## src/rtl/hrhp_pkg.sv

```systemverilog
package hrhp_pkg;

  localparam int LINE_BUFFER_BYTES = 2048;
  localparam int LINE_LIMIT_INT    = LINE_BUFFER_BYTES - 4;
  localparam int LINE_LEN_W        = $clog2(LINE_LIMIT_INT + 1);
  localparam logic [LINE_LEN_W-1:0] LINE_LIMIT = LINE_LEN_W'(LINE_LIMIT_INT);

  localparam logic [7:0] CHAR_CR    = 8'h0D;
  localparam logic [7:0] CHAR_LF    = 8'h0A;
  localparam logic [7:0] CHAR_TAB   = 8'h09;
  localparam logic [7:0] CHAR_SPACE = 8'h20;
  localparam logic [7:0] CHAR_COLON = 8'h3A;
  localparam logic [7:0] CHAR_ZERO  = 8'h30;
  localparam logic [7:0] CHAR_NINE  = 8'h39;

  localparam logic [9:0] CODE_MAX = 10'd999;

  localparam logic [2:0] PH_STATUS = 3'd0;
  localparam logic [2:0] PH_NAME   = 3'd1;
  localparam logic [2:0] PH_SKIP   = 3'd2;
  localparam logic [2:0] PH_VALUE  = 3'd3;
  localparam logic [2:0] PH_BODY   = 3'd4;

  localparam logic [1:0] SCAN_BEFORE_SPACE = 2'd0;
  localparam logic [1:0] SCAN_LEADING_WS   = 2'd1;
  localparam logic [1:0] SCAN_DIGITS       = 2'd2;
  localparam logic [1:0] SCAN_DONE         = 2'd3;

  localparam logic [2:0] K_STATUS   = 3'd0;
  localparam logic [2:0] K_NAME     = 3'd1;
  localparam logic [2:0] K_VALUE    = 3'd2;
  localparam logic [2:0] K_HDR_DONE = 3'd3;
  localparam logic [2:0] K_HEAD_END = 3'd4;
  localparam logic [2:0] K_BODY     = 3'd5;

  localparam int QDEPTH = 4;
  localparam int QPTR_W = $clog2(QDEPTH);
  localparam int QCNT_W = $clog2(QDEPTH + 1);

  typedef struct packed {
    logic [2:0]            phase;
    logic                  cr_pending;
    logic [1:0]            code_scan;
    logic [9:0]            code_value;
    logic [LINE_LEN_W-1:0] line_length;
    logic                  overflow_seen;
  } state_t;

  typedef struct packed {
    logic [2:0] kind;
    logic [7:0] data_out;
    logic [9:0] status_code;
    logic       format_error;
    logic       line_overflow;
    logic       last;
  } result_t;

  typedef struct packed {
    state_t  st;
    logic    emit;
    result_t res;
  } step_t;

  localparam state_t STATE_RESET = '{
    phase:         PH_STATUS,
    cr_pending:    1'b0,
    code_scan:     SCAN_BEFORE_SPACE,
    code_value:    10'd0,
    line_length:   '0,
    overflow_seen: 1'b0
  };

endpackage

```

## src/rtl/http_response_head_parser_unit.sv

```systemverilog
// result words are written into the queue registers and offered from its head
// throughput: one byte per cycle while the queue has room; a byte that yields two result
//   words (stray cr followed by a content byte) queues both for the single output port
// results wait in a four-entry queue; input is taken while at least two entries are free
// reset (rst, synchronous, active high) returns the parser to the status line and
//   empties the result queue
module http_response_head_parser_unit (
  input  logic        clk,
  input  logic        rst,
  input  logic        s_axis_tvalid,
  output logic        s_axis_tready,
  input  logic [7:0]  s_axis_tdata,   // data_byte
  input  logic        s_axis_tuser,   // op
  output logic        m_axis_tvalid,
  input  logic        m_axis_tready,
  output logic [23:0] m_axis_tdata,   // data_out, status_code, format_error, line_overflow, pad
  output logic [2:0]  m_axis_tuser,   // kind
  output logic        m_axis_tlast    // last
);

  hrhp_pkg::state_t  st;
  hrhp_pkg::state_t  st_next;
  hrhp_pkg::result_t q [hrhp_pkg::QDEPTH];
  logic [hrhp_pkg::QPTR_W-1:0] wr_ptr;
  logic [hrhp_pkg::QPTR_W-1:0] rd_ptr;
  logic [hrhp_pkg::QCNT_W-1:0] count;
  logic [hrhp_pkg::QCNT_W-1:0] count_next;

  logic              in_acc;
  logic              out_acc;
  hrhp_pkg::step_t   ea;
  hrhp_pkg::step_t   eb;
  hrhp_pkg::result_t slot0;
  hrhp_pkg::result_t slot1;
  logic [1:0]        n_res;
  hrhp_pkg::result_t head;

  function automatic logic is_ws(logic [7:0] b);
    return (b == hrhp_pkg::CHAR_SPACE) || (b >= hrhp_pkg::CHAR_TAB && b <= hrhp_pkg::CHAR_CR);
  endfunction

  // one content byte of a line
  function automatic hrhp_pkg::step_t feed(hrhp_pkg::state_t s, logic [7:0] b);
    hrhp_pkg::step_t f;
    logic [13:0]     v;
    f.st   = s;
    f.emit = 1'b0;
    f.res  = '0;
    v = 14'(s.code_value) * 14'd10 + 14'(b[3:0]);
    if (s.line_length >= hrhp_pkg::LINE_LIMIT) begin
      f.st.overflow_seen = 1'b1;
    end else begin
      f.st.line_length = s.line_length + 1'b1;
      unique case (s.phase)
        hrhp_pkg::PH_STATUS: begin
          if (s.code_scan == hrhp_pkg::SCAN_BEFORE_SPACE) begin
            if (b == hrhp_pkg::CHAR_SPACE) f.st.code_scan = hrhp_pkg::SCAN_LEADING_WS;
          end else if (s.code_scan != hrhp_pkg::SCAN_DONE) begin
            if (s.code_scan == hrhp_pkg::SCAN_LEADING_WS && is_ws(b)) begin
              f.st.code_scan = s.code_scan;
            end else if (b >= hrhp_pkg::CHAR_ZERO && b <= hrhp_pkg::CHAR_NINE) begin
              f.st.code_value = (v > 14'(hrhp_pkg::CODE_MAX)) ? hrhp_pkg::CODE_MAX : v[9:0];
              f.st.code_scan  = hrhp_pkg::SCAN_DIGITS;
            end else begin
              f.st.code_scan = hrhp_pkg::SCAN_DONE;
            end
          end
        end
        hrhp_pkg::PH_NAME: begin
          if (b == hrhp_pkg::CHAR_COLON) begin
            f.st.phase = hrhp_pkg::PH_SKIP;
          end else begin
            f.emit         = 1'b1;
            f.res.kind     = hrhp_pkg::K_NAME;
            f.res.data_out = b;
          end
        end
        hrhp_pkg::PH_SKIP: begin
          f.st.phase = hrhp_pkg::PH_VALUE;
        end
        hrhp_pkg::PH_VALUE: begin
          f.emit         = 1'b1;
          f.res.kind     = hrhp_pkg::K_VALUE;
          f.res.data_out = b;
        end
        default: begin
          f.st.phase = s.phase;
        end
      endcase
    end
    return f;
  endfunction

  function automatic hrhp_pkg::step_t end_line(hrhp_pkg::state_t s);
    hrhp_pkg::step_t f;
    f.st   = s;
    f.emit = 1'b1;
    f.res  = '0;
    if (s.phase == hrhp_pkg::PH_STATUS) begin
      f.res.kind          = hrhp_pkg::K_STATUS;
      f.res.status_code   = s.code_value;
      f.res.format_error  = (s.code_scan == hrhp_pkg::SCAN_BEFORE_SPACE);
      f.res.line_overflow = s.overflow_seen;
      f.st.phase          = hrhp_pkg::PH_NAME;
    end else if (s.line_length == '0 && !s.overflow_seen) begin
      f.res.kind = hrhp_pkg::K_HEAD_END;
      f.st.phase = hrhp_pkg::PH_BODY;
    end else begin
      f.res.kind          = hrhp_pkg::K_HDR_DONE;
      f.res.format_error  = (s.phase == hrhp_pkg::PH_NAME);
      f.res.line_overflow = s.overflow_seen;
      f.st.phase          = hrhp_pkg::PH_NAME;
    end
    f.st.line_length   = '0;
    f.st.overflow_seen = 1'b0;
    f.st.cr_pending    = 1'b0;
    return f;
  endfunction

  assign s_axis_tready = (count <= hrhp_pkg::QCNT_W'(hrhp_pkg::QDEPTH - 2));
  assign in_acc        = s_axis_tvalid && s_axis_tready;
  assign m_axis_tvalid = (count != '0);
  assign out_acc       = m_axis_tvalid && m_axis_tready;

  always_comb begin
    ea       = '0;
    eb       = '0;
    ea.st    = st;
    eb.st    = st;
    st_next  = st;
    if (in_acc) begin
      if (s_axis_tuser) begin
        st_next = hrhp_pkg::STATE_RESET;
      end else if (st.phase >= hrhp_pkg::PH_BODY) begin
        st_next.phase   = hrhp_pkg::PH_BODY;
        ea.emit         = 1'b1;
        ea.res.kind     = hrhp_pkg::K_BODY;
        ea.res.data_out = s_axis_tdata;
      end else if (st.cr_pending) begin
        if (s_axis_tdata == hrhp_pkg::CHAR_LF) begin
          ea      = end_line(st);
          st_next = ea.st;
        end else begin
          ea = feed(st, hrhp_pkg::CHAR_CR);
          if (s_axis_tdata == hrhp_pkg::CHAR_CR) begin
            st_next            = ea.st;
            st_next.cr_pending = 1'b1;
          end else begin
            eb.st            = ea.st;
            eb.st.cr_pending = 1'b0;
            eb               = feed(eb.st, s_axis_tdata);
            st_next          = eb.st;
          end
        end
      end else if (s_axis_tdata == hrhp_pkg::CHAR_CR) begin
        st_next.cr_pending = 1'b1;
      end else begin
        ea      = feed(st, s_axis_tdata);
        st_next = ea.st;
      end
    end
  end

  always_comb begin
    slot0 = ea.emit ? ea.res : eb.res;
    slot1 = eb.res;
    n_res = {1'b0, ea.emit} + {1'b0, eb.emit};
    slot0.last = (n_res == 2'd1);
    slot1.last = 1'b1;
  end

  assign count_next = count + hrhp_pkg::QCNT_W'(n_res) - hrhp_pkg::QCNT_W'(out_acc);

  always_ff @(posedge clk) begin
    if (rst) begin
      st     <= hrhp_pkg::STATE_RESET;
      wr_ptr <= '0;
      rd_ptr <= '0;
      count  <= '0;
    end else begin
      st     <= st_next;
      wr_ptr <= wr_ptr + hrhp_pkg::QPTR_W'(n_res);
      rd_ptr <= rd_ptr + hrhp_pkg::QPTR_W'(out_acc);
      count  <= count_next;
    end
  end

  always_ff @(posedge clk) begin
    if (n_res != 2'd0) q[wr_ptr] <= slot0;
    if (n_res == 2'd2) q[wr_ptr + 1'b1] <= slot1;
  end

  assign head         = q[rd_ptr];
  assign m_axis_tuser = head.kind;
  assign m_axis_tlast = head.last;
  assign m_axis_tdata = {4'd0, head.line_overflow, head.format_error, head.status_code,
                         head.data_out};

  a_queue_bound: assert property (@(posedge clk) disable iff (rst)
    count <= hrhp_pkg::QCNT_W'(hrhp_pkg::QDEPTH))
    else $error("result queue over capacity");

  a_restart: assert property (@(posedge clk) disable iff (rst)
    in_acc && s_axis_tuser |=> st.phase == hrhp_pkg::PH_STATUS && !st.cr_pending
                               && st.line_length == '0 && count == $past(count_next))
    else $error("restart did not return parser to status line");

  a_body_no_cr: assert property (@(posedge clk) disable iff (rst)
    st.phase >= hrhp_pkg::PH_BODY |-> !st.cr_pending)
    else $error("cr held back in body");

  a_line_len: assert property (@(posedge clk) disable iff (rst)
    st.line_length <= hrhp_pkg::LINE_LIMIT)
    else $error("line length past limit");

endmodule

```

## config.mk

```make
export PLATFORM = sky130hd
export DESIGN_NAME = http_response_head_parser_unit
export DESIGN_NICKNAME = d
export VERILOG_FILES = /design/src/rtl/hrhp_pkg.sv /design/src/rtl/http_response_head_parser_unit.sv
export SDC_FILE = /design/constraint.sdc
export NUM_CORES = 1
export LEC_CHECK = 0
export ABC_AREA = 1
export BUFFER_PORTS_ARGS = -buffer_cell sky130_fd_sc_hd__buf_2
export CAP_MARGIN = 0
export CORE_ASPECT_RATIO = 1.1
export CORE_MARGIN = 2
export CORE_UTILIZATION = 24
export CTS_CLUSTER_DIAMETER = 120
export CTS_CLUSTER_SIZE = 14
export DETAILED_ROUTE_END_ITERATION = 6
export PLACE_DENSITY_LB_ADDON = 0.15
export SYNTH_ARGS = -nofsm -noshare
export SYNTH_HDL_FRONTEND = slang
export SYNTH_SLANG_ARGS = --single-unit
```

## constraint.sdc

```tcl
create_clock -name clk -period 3.9 [get_ports clk]
set_input_delay 0.78 -clock clk [delete_from_list [all_inputs] [get_ports clk]]
set_output_delay 0.78 -clock clk [all_outputs]
set_load 0.05 [all_outputs]
```

==> impl_results.md, run 1 <==
- Status: finished clean
- Initial antenna violation count: 2
- RSZ-0062 raised after global routing: false
- Clk buf depth: 2
- Crit-path max FO: 14
- Area of the core: 0.03438 sq mm
- Library cells used by synthesis: 42
- Count leader, synth: nand2_1
- Post-CTS Hold Fix Bufs: 0
- Clk pwr share: 0.312
- Register area share after synthesis: 0.3591
- Min Tclk post-route: 3.526 ns
- Global-route wire length before repair: 45.22 mm
- WS Path Type: reg -> reg
- Mapped Cells: 1,244
- Yosys reg bits: 131
- Net switching power: 2.221 mW
- Nets: 1,342
- Root buf cell: clkbuf_16
- Vias in the first global route: 8,140
- Peak VDD IR: 282.3 uV
- Leakage Power: 4.133 nW
- Count of pins over their slew limit: 0
- Most area-hungry cell type in the Yosys netlist: dfxtp_1
- Startpoint class of the critical path: register
- Relative slew slack: 0.4188
- Largest net degree at the start of global routing: 50
- Synthesized cell area: 0.008417 sq mm
- Most used DFF post-synth: dfxtp_1
- Avg Cell Area, Syn: 6.766 sq um
- Chip width: 182.6 um
- Worst-Skew Late Latency: 0.43 ns
- Final Wtd Congestion: 0.8580
- Starting density of the core: 0.2448
- P&R area growth vs syn: 17.08%
- Post-route setup TNS: 0 ns
- Top cell type's share of synthesized area: 0.2164
- Worst EP required: 4.20 ns
- H-Tree Depth: 4
- Critical path, cell by cell: nand2_1 -> nor2_2 -> nand3_4 -> nand3_1 -> inv_1 -> nor3_1 -> nand2_1 -> nand2_1 -> inv_2 -> nand2_2 -> inv_1 -> ha_1 -> inv_1 -> ha_1 -> inv_1 -> ha_1 -> inv_1 -> fa_1 -> xor2_1 -> inv_1 -> nor2_1
- Die Ht: 200.4 um
- Iteration-0 DRC count of the detailed router: 541
- Synth top area cells: dfxtp_1 22%, edfxtp_1 14%, nand2_1 14%, o21ai_0 7.3%, nor2_1 6.1%
- EDFF count, synth: 40
- Power Total: 5.110 mW
- Port bufs: 38
- Final instance area: 0.009854 sq mm
- Slowest stage delay, CP: 0.41 ns
- Crit path DAT: 3.83 ns
- Final setup violation count: 0
- Final period util: 0.9041
- DP Wirelength: 20.14 mm
- Routed Antenna Nets: 0
- Clock transition at path regs: 0.06 ns
- Total gr overflow: 0
- Max Clock Skew: 0.01038 ns
- Int Power: 2.889 mW
- IO Count: 43
- CP endpoint kind: register
- Clock net sink count: 131
- Switching portion of total power: 0.4347
- Wirelength, routed: 27.84 mm
- DR vias: 8,305
- Total CTS buffers: 17
- Worst-margin pin slew: 0.8709 ns
- Slowest-stage cell, CP: dfxtp_1
- Sequential power share: 0.295
- CP most frequent cell: inv_1
- Wire length per cell: 15.91 um
- Layout cell share with drive strength beyond 1: 0.1176
- Max cap viols: 0
- DRC violations left: 0
- DR pass1 iterations: 5
- Die Area: 0.03659 sq mm
- Worst hold slack: 0.4528 ns
- Synth Warn #: 0
- GR Util All Layers: 0.1562
- Pwr dens: 518.6 mW/mm^2
- Hold Vio Cnt, Final: 0
- Ys async rst share: 0
- CTS tree: yes
- Post-DP Area: 0.009259 sq mm
- Hold Path Class: reg -> reg
- Combinational share of power: 0.394
- Vias per inst: 4.746
- Post-synth top cells: 315 x nand2_1, 137 x nor2_1, 125 x inv_1
- Cell Rows: 71
- Fmax: 283.6 MHz
## logic make-up after synthesis
family	after synthesis	synth area share
simple gates	618	0.3159
compound gates	256	0.1665
buf+inv	190	0.09112
flops	131	0.3591
fa+ha+maj	32	0.05025
xor+xnor	16	0.01665
other cells	1	0.0004455
## timing repair
item,4_1_cts,5_1_grt
setup buffers,0,0
setup endpoints to repair,0,13
resized for setup,0,2
## metal layers
| layer | up-vias | share of wire | wire length (um) | track usage |
|---|---|---|---|---|
| li1 | 4253 | - | - | - |
| met5 | - | 0 | 0 | 0 |
| met3 | 27 | 0.031 | 852 | 0.02395 |
| met4 | 0 | 0.017 | 466 | 0.04608 |
| met2 | 131 | 0.47 | 13170 | 0.2583 |
| met1 | 3894 | 0.48 | 13350 | 0.2098 |
## worst paths after layout
check                                          start              endpoint  slack (ns)  cells after the start
worst max-delay path             st[10]$_SDFFE_PP0P_   count[2]$_SDFF_PP0_        0.37                     21
worst min-delay path            q[2][9]$_SDFFE_PP0P_  q[2][9]$_SDFFE_PP0P_        0.45                      2
worst max register to register   st[10]$_SDFFE_PP0P_   count[2]$_SDFF_PP0_        0.37                     21
worst min register to register  q[2][9]$_SDFFE_PP0P_  q[2][9]$_SDFFE_PP0P_        0.45                      2
## power by group through the flow
stage	sequential (mW)	combinational (mW)	clock [mW]
after CTS	1.50	2.03	1.64
after detailed placement	1.53	2.03	0
after global placement	1.54	2.03	0
after floorplan	1.52	1.52	0
after global routing	1.51	2.24	1.70
final	1.51	2.01	1.59
## per-stage QoR
step,worst slack (ns),util,std cells
2_1_floorplan,0.1315,-,1247
3_3_place_gp,0.1002,0.2693,1716
3_5_place_dp,0.09809,0.2693,1716
4_1_cts,0.2969,0.2863,1748
5_1_grt,0.004790,0.2865,1748
6_report,0.3739,0.2866,1750
## cells in the final DEF (no fill, tap or decap), types with 38 or more instances in the layout
| master | instances |
|---|---|
| a21oi_1 | 47 |
| buf_2 | 38 |
| buf_4 | 46 |
| dfxtp_1 | 91 |
| edfxtp_1 | 40 |
| inv_1 | 125 |
| nand2_1 | 315 |
| nand3_1 | 89 |
| nor2_1 | 136 |
| o21ai_0 | 122 |
| o22ai_1 | 57 |
## final cells by class
type / count / area [sq um]
repair buffers: 84 / 535.5
inverters: 137 / 514.2
clock buffers: 19 / 475.5
diodes: 2 / 5.005
clock inverters: 13 / 107.6
well taps: 438 / 548.0
flip-flops and latches: 131 / 3023
multi-input cells: 926 / 4646
fillers: 3811 / 24520
## sequential cells by signal (all words and copies together) (netlist names)
register / cells
q: 96
st: 28
count: 3
rd_ptr: 2
wr_ptr: 2
## critical path, delay by kind of cell (launching register included)
| kind | cells | cell delay, ns |
|---|---|---|
| buffers and inverters | 7 | 0.41 |
| XOR/XNOR | 1 | 0.17 |
| flip-flops | 1 | 0.41 |
| AND/OR/NAND/NOR | 9 | 1.34 |
| adder cells (fa/ha/maj) | 4 | 1.05 |
(Power assumes the default switching activity.)
==> inputs of run 2 (changes only) <==
- PLACE_DENSITY: not set -> 0.36
- PLACE_DENSITY_LB_ADDON: 0.15 -> not set
==> run 2 against run 1 <==
Effect of this change: total power rose by 1.5%; highest routed layer unchanged; sequential power barely moved; register-to-register slack barely moved; sequential share of layout area is 0.39 points lower; utilization grew 0.39 points; via count down 0.63%; hold slack hardly changed.
==> impl_results.md, run 2 (same netlist as run 1, synthesis figures left out) <==
- Final Wtd Congestion: 0.8322 (was 0.8580)
- H-Tree Depth: 4 (unchanged)
- Pwr dens: 519.5 mW/mm^2 (was 518.6 mW/mm^2)
- Clk pwr share: 0.322 (was 0.312)
- # placed instances: 1,722 (was 1,716)
- Sequential power share: 0.290 (was 0.295)
- Final Core Density: 0.2905 (was 0.2866)
- Most frequent cells in the layout: 315 x nand2_1, 136 x nor2_1, 124 x inv_1, 122 x o21ai_0, 90 x dfxtp_1 (was 315 x nand2_1, 136 x nor2_1, 125 x inv_1, 122 x o21ai_0, 91 x dfxtp_1)
- Peak VDD IR: 326.9 uV (was 282.3 uV)
- CP endpoint kind: register (unchanged)
- Worst-Skew Late Latency: 0.44 ns (was 0.43 ns)
- Area of the core: 0.03438 sq mm (unchanged)
- Startpoint class of the critical path: register (unchanged)
- WS Path Type: reg -> reg (unchanged)
- DR vias: 8,253 (was 8,305)
- Slowest-stage cell, CP: dfxtp_1 (unchanged)
- Port bufs: 38 (unchanged)
- Final Instance Count excl. Fillers: 1,761 (was 1,750)
- DP Worst Slack: 0.1600 ns (was 0.09809 ns)
- Delay-heaviest family, CP: adder cells (was simple AND/OR/NAND/NOR gates)
- Wirelength, routed: 29.07 mm (was 27.84 mm)
- R2R depth: 22 (was 21)
- Post-route setup TNS: 0 ns (unchanged)
- Nets: 1,354 (was 1,342)
- Min Tclk post-route: 3.526 ns (about the same)
- Worst EP required: 4.21 ns (was 4.20 ns)
- Relative slew slack: 0.3972 (was 0.4188)
- Iteration-0 DRC count of the detailed router: 548 (was 541)
- Vias per inst: 4.687 (was 4.746)
- Post-CTS Hold Fix Bufs: 0 (unchanged)
- WP depth: 22 (was 21)
- Cell Rows: 71 (unchanged)
- Net switching power: 2.223 mW (was 2.221 mW)
- Post-DP Area: 0.009304 sq mm (was 0.009259 sq mm)
- Power Total: 5.188 mW (was 5.110 mW)
- Max Clock Skew: 0.01163 ns (was 0.01038 ns)
- Die Ht: 200.4 um (unchanged)
- Status: finished clean (unchanged)
- CP most frequent cell: inv_1 (unchanged)
- Hold depth: 2 (unchanged)
- Chip width: 182.6 um (unchanged)
- Slowest stage delay, CP: 0.42 ns (was 0.41 ns)
- Total gr overflow: 0 (unchanged)
- Final setup violation count: 0 (unchanged)
- Final period util: 0.9041 (about the same)
- Int Power: 2.965 mW (was 2.889 mW)
- Crit path DAT: 3.83 ns (about the same)
- Clock net sink count: 131 (unchanged)
- Global-route wire length before repair: 46.04 mm (was 45.22 mm)
- P&R area growth vs syn: 18.66% (was 17.08%)
- Max cap viols: 0 (unchanged)
- Final instance area: 0.009987 sq mm (was 0.009854 sq mm)
- Hold Path Class: reg -> reg (unchanged)
- Switching portion of total power: 0.4284 (was 0.4347)
- Routed Antenna Nets: 0 (unchanged)
- IO Count: 43 (unchanged)
- Crit path buf inv count: 7 (unchanged)
- Clock transition at path regs: 0.06 ns (about the same)
- Vias in the first global route: 8,030 (was 8,140)
- RSZ-0062 raised after global routing: false (unchanged)
- Crit-path max FO: 5 (was 14)
- Die Area: 0.03659 sq mm (unchanged)
- Worst-margin pin slew: 0.8960 ns (was 0.8709 ns)
- Fmax: 283.6 MHz (about the same)
- DRC violations left: 0 (unchanged)
- Clk buf depth: 2 (unchanged)
- Count of pins over their slew limit: 0 (unchanged)
- Starting density of the core: 0.2448 (unchanged)
- Biggest regs: q x96, st x28, count x3 (unchanged)
- Wire length per cell: 16.51 um (was 15.91 um)
- Critical path, cell by cell: ha_1 -> nand2_1 -> nor2_4 -> nand3_1 -> nand3_1 -> inv_1 -> nor3_1 -> nand2_1 -> nand2_1 -> inv_2 -> nand2_2 -> inv_1 -> ha_1 -> inv_1 -> ha_1 -> inv_1 -> ha_1 -> inv_1 -> fa_1 -> xor2_1 -> inv_1 -> nor2_1 (was nand2_1 -> nor2_2 -> nand3_4 -> nand3_1 -> inv_1 -> nor3_1 -> nand2_1 -> nand2_1 -> inv_2 -> nand2_2 -> inv_1 -> ha_1 -> inv_1 -> ha_1 -> inv_1 -> ha_1 -> inv_1 -> fa_1 -> xor2_1 -> inv_1 -> nor2_1)
- GR Util All Layers: 0.1634 (was 0.1562)
- Combinational share of power: 0.388 (was 0.394)
- Initial antenna violation count: 1 (was 2)
- Root buf cell: clkbuf_16 (unchanged)
- DR pass1 iterations: 5 (unchanged)
- Most common cell after layout, fill and taps aside: nand2_1 (unchanged)
- Max reg flops: 96 (unchanged)
- DP Wirelength: 21.07 mm (was 20.14 mm)
- Total CTS buffers: 17 (unchanged)
- Final worst setup slack: 0.3739 ns (about the same)
- Layout cell share with drive strength beyond 1: 0.1278 (was 0.1176)
- Largest net degree at the start of global routing: 50 (unchanged)
- Worst hold slack: 0.4526 ns (was 0.4528 ns)
- Hold Vio Cnt, Final: 0 (unchanged)
- Most flops, register: q (unchanged)
- Leakage Power: 4.212 nW (was 4.133 nW)
- CTS tree: yes (unchanged)
-- run 2: changes by cell type in the layout (fill, tap and decap cells not counted), sizes merged --
| cell | before | now |
|---|---|---|
| clkbuf | 19 | 18 |
| diode | 2 | 1 |
| bufinv | 0 | 2 |
| clkinv | 10 | 12 |
| buf | 84 | 96 |
| inv | 139 | 136 |
-- run 2: path summary, 6_finish.rpt --
kind                             start                   end  slack, ns
setup / recovery    st[2]$_SDFFE_PP0P_   count[2]$_SDFF_PP0_       0.37
hold reg to reg   q[1][3]$_SDFFE_PP0P_  q[1][3]$_SDFFE_PP0P_       0.45
hold / removal    q[1][3]$_SDFFE_PP0P_  q[1][3]$_SDFFE_PP0P_       0.45
setup reg to reg    st[2]$_SDFFE_PP0P_   count[2]$_SDFF_PP0_       0.37
-- run 2: cell type report --
| type | instances | area (sq um) |
|---|---|---|
| Fill cell | 3830 | 24390 |
| Multi-Input combinational cell | 926 | 4661 |
| Sequential cell | 131 | 3024 |
| Timing Repair Buffer | 96 | 638.1 |
| Tap cell | 438 | 548.0 |
| Inverter | 137 | 518.0 |
| Clock buffer | 18 | 450.4 |
| Clock inverter | 14 | 145.1 |
| Antenna cell | 1 | 2.502 |
-- run 2: power by group through the flow --
stage | clock (mW) | combinational [mW] | sequential (mW)
floorplan | 0 | 1.52 | 1.52
global placement | 0 | 2.05 | 1.54
detailed placement | 0 | 2.04 | 1.54
CTS | 1.72 | 2.05 | 1.51
global route | 1.78 | 2.25 | 1.51
finish | 1.67 | 2.01 | 1.50
-- run 2: worst reg2reg max path: cells and delay by family, from the launching register on --
| family | cells | cell delay (ns) |
|---|---|---|
| xor+xnor | 1 | 0.17 |
| fa+ha+maj | 5 | 1.27 |
| buf+inv | 7 | 0.42 |
| flops | 1 | 0.42 |
| simple gates | 9 | 1.13 |
-- run 2: repair_timing --
item                                    4_1_cts  5_1_grt
endpoints found under the setup margin        0       20
gates resized for setup                       0        7
buffers inserted                              0        6
-- run 2: metal layers --
metal  vias up  global-route usage  part of all wire  wire length [um]
li1       4276                   -                 -                 -
met1      3814              0.2157              0.47             13650
met2       140              0.2735              0.48             13850
met3        23             0.02612             0.038              1107
met4         0             0.04868             0.016               467
met5         -                   0                 0                 0
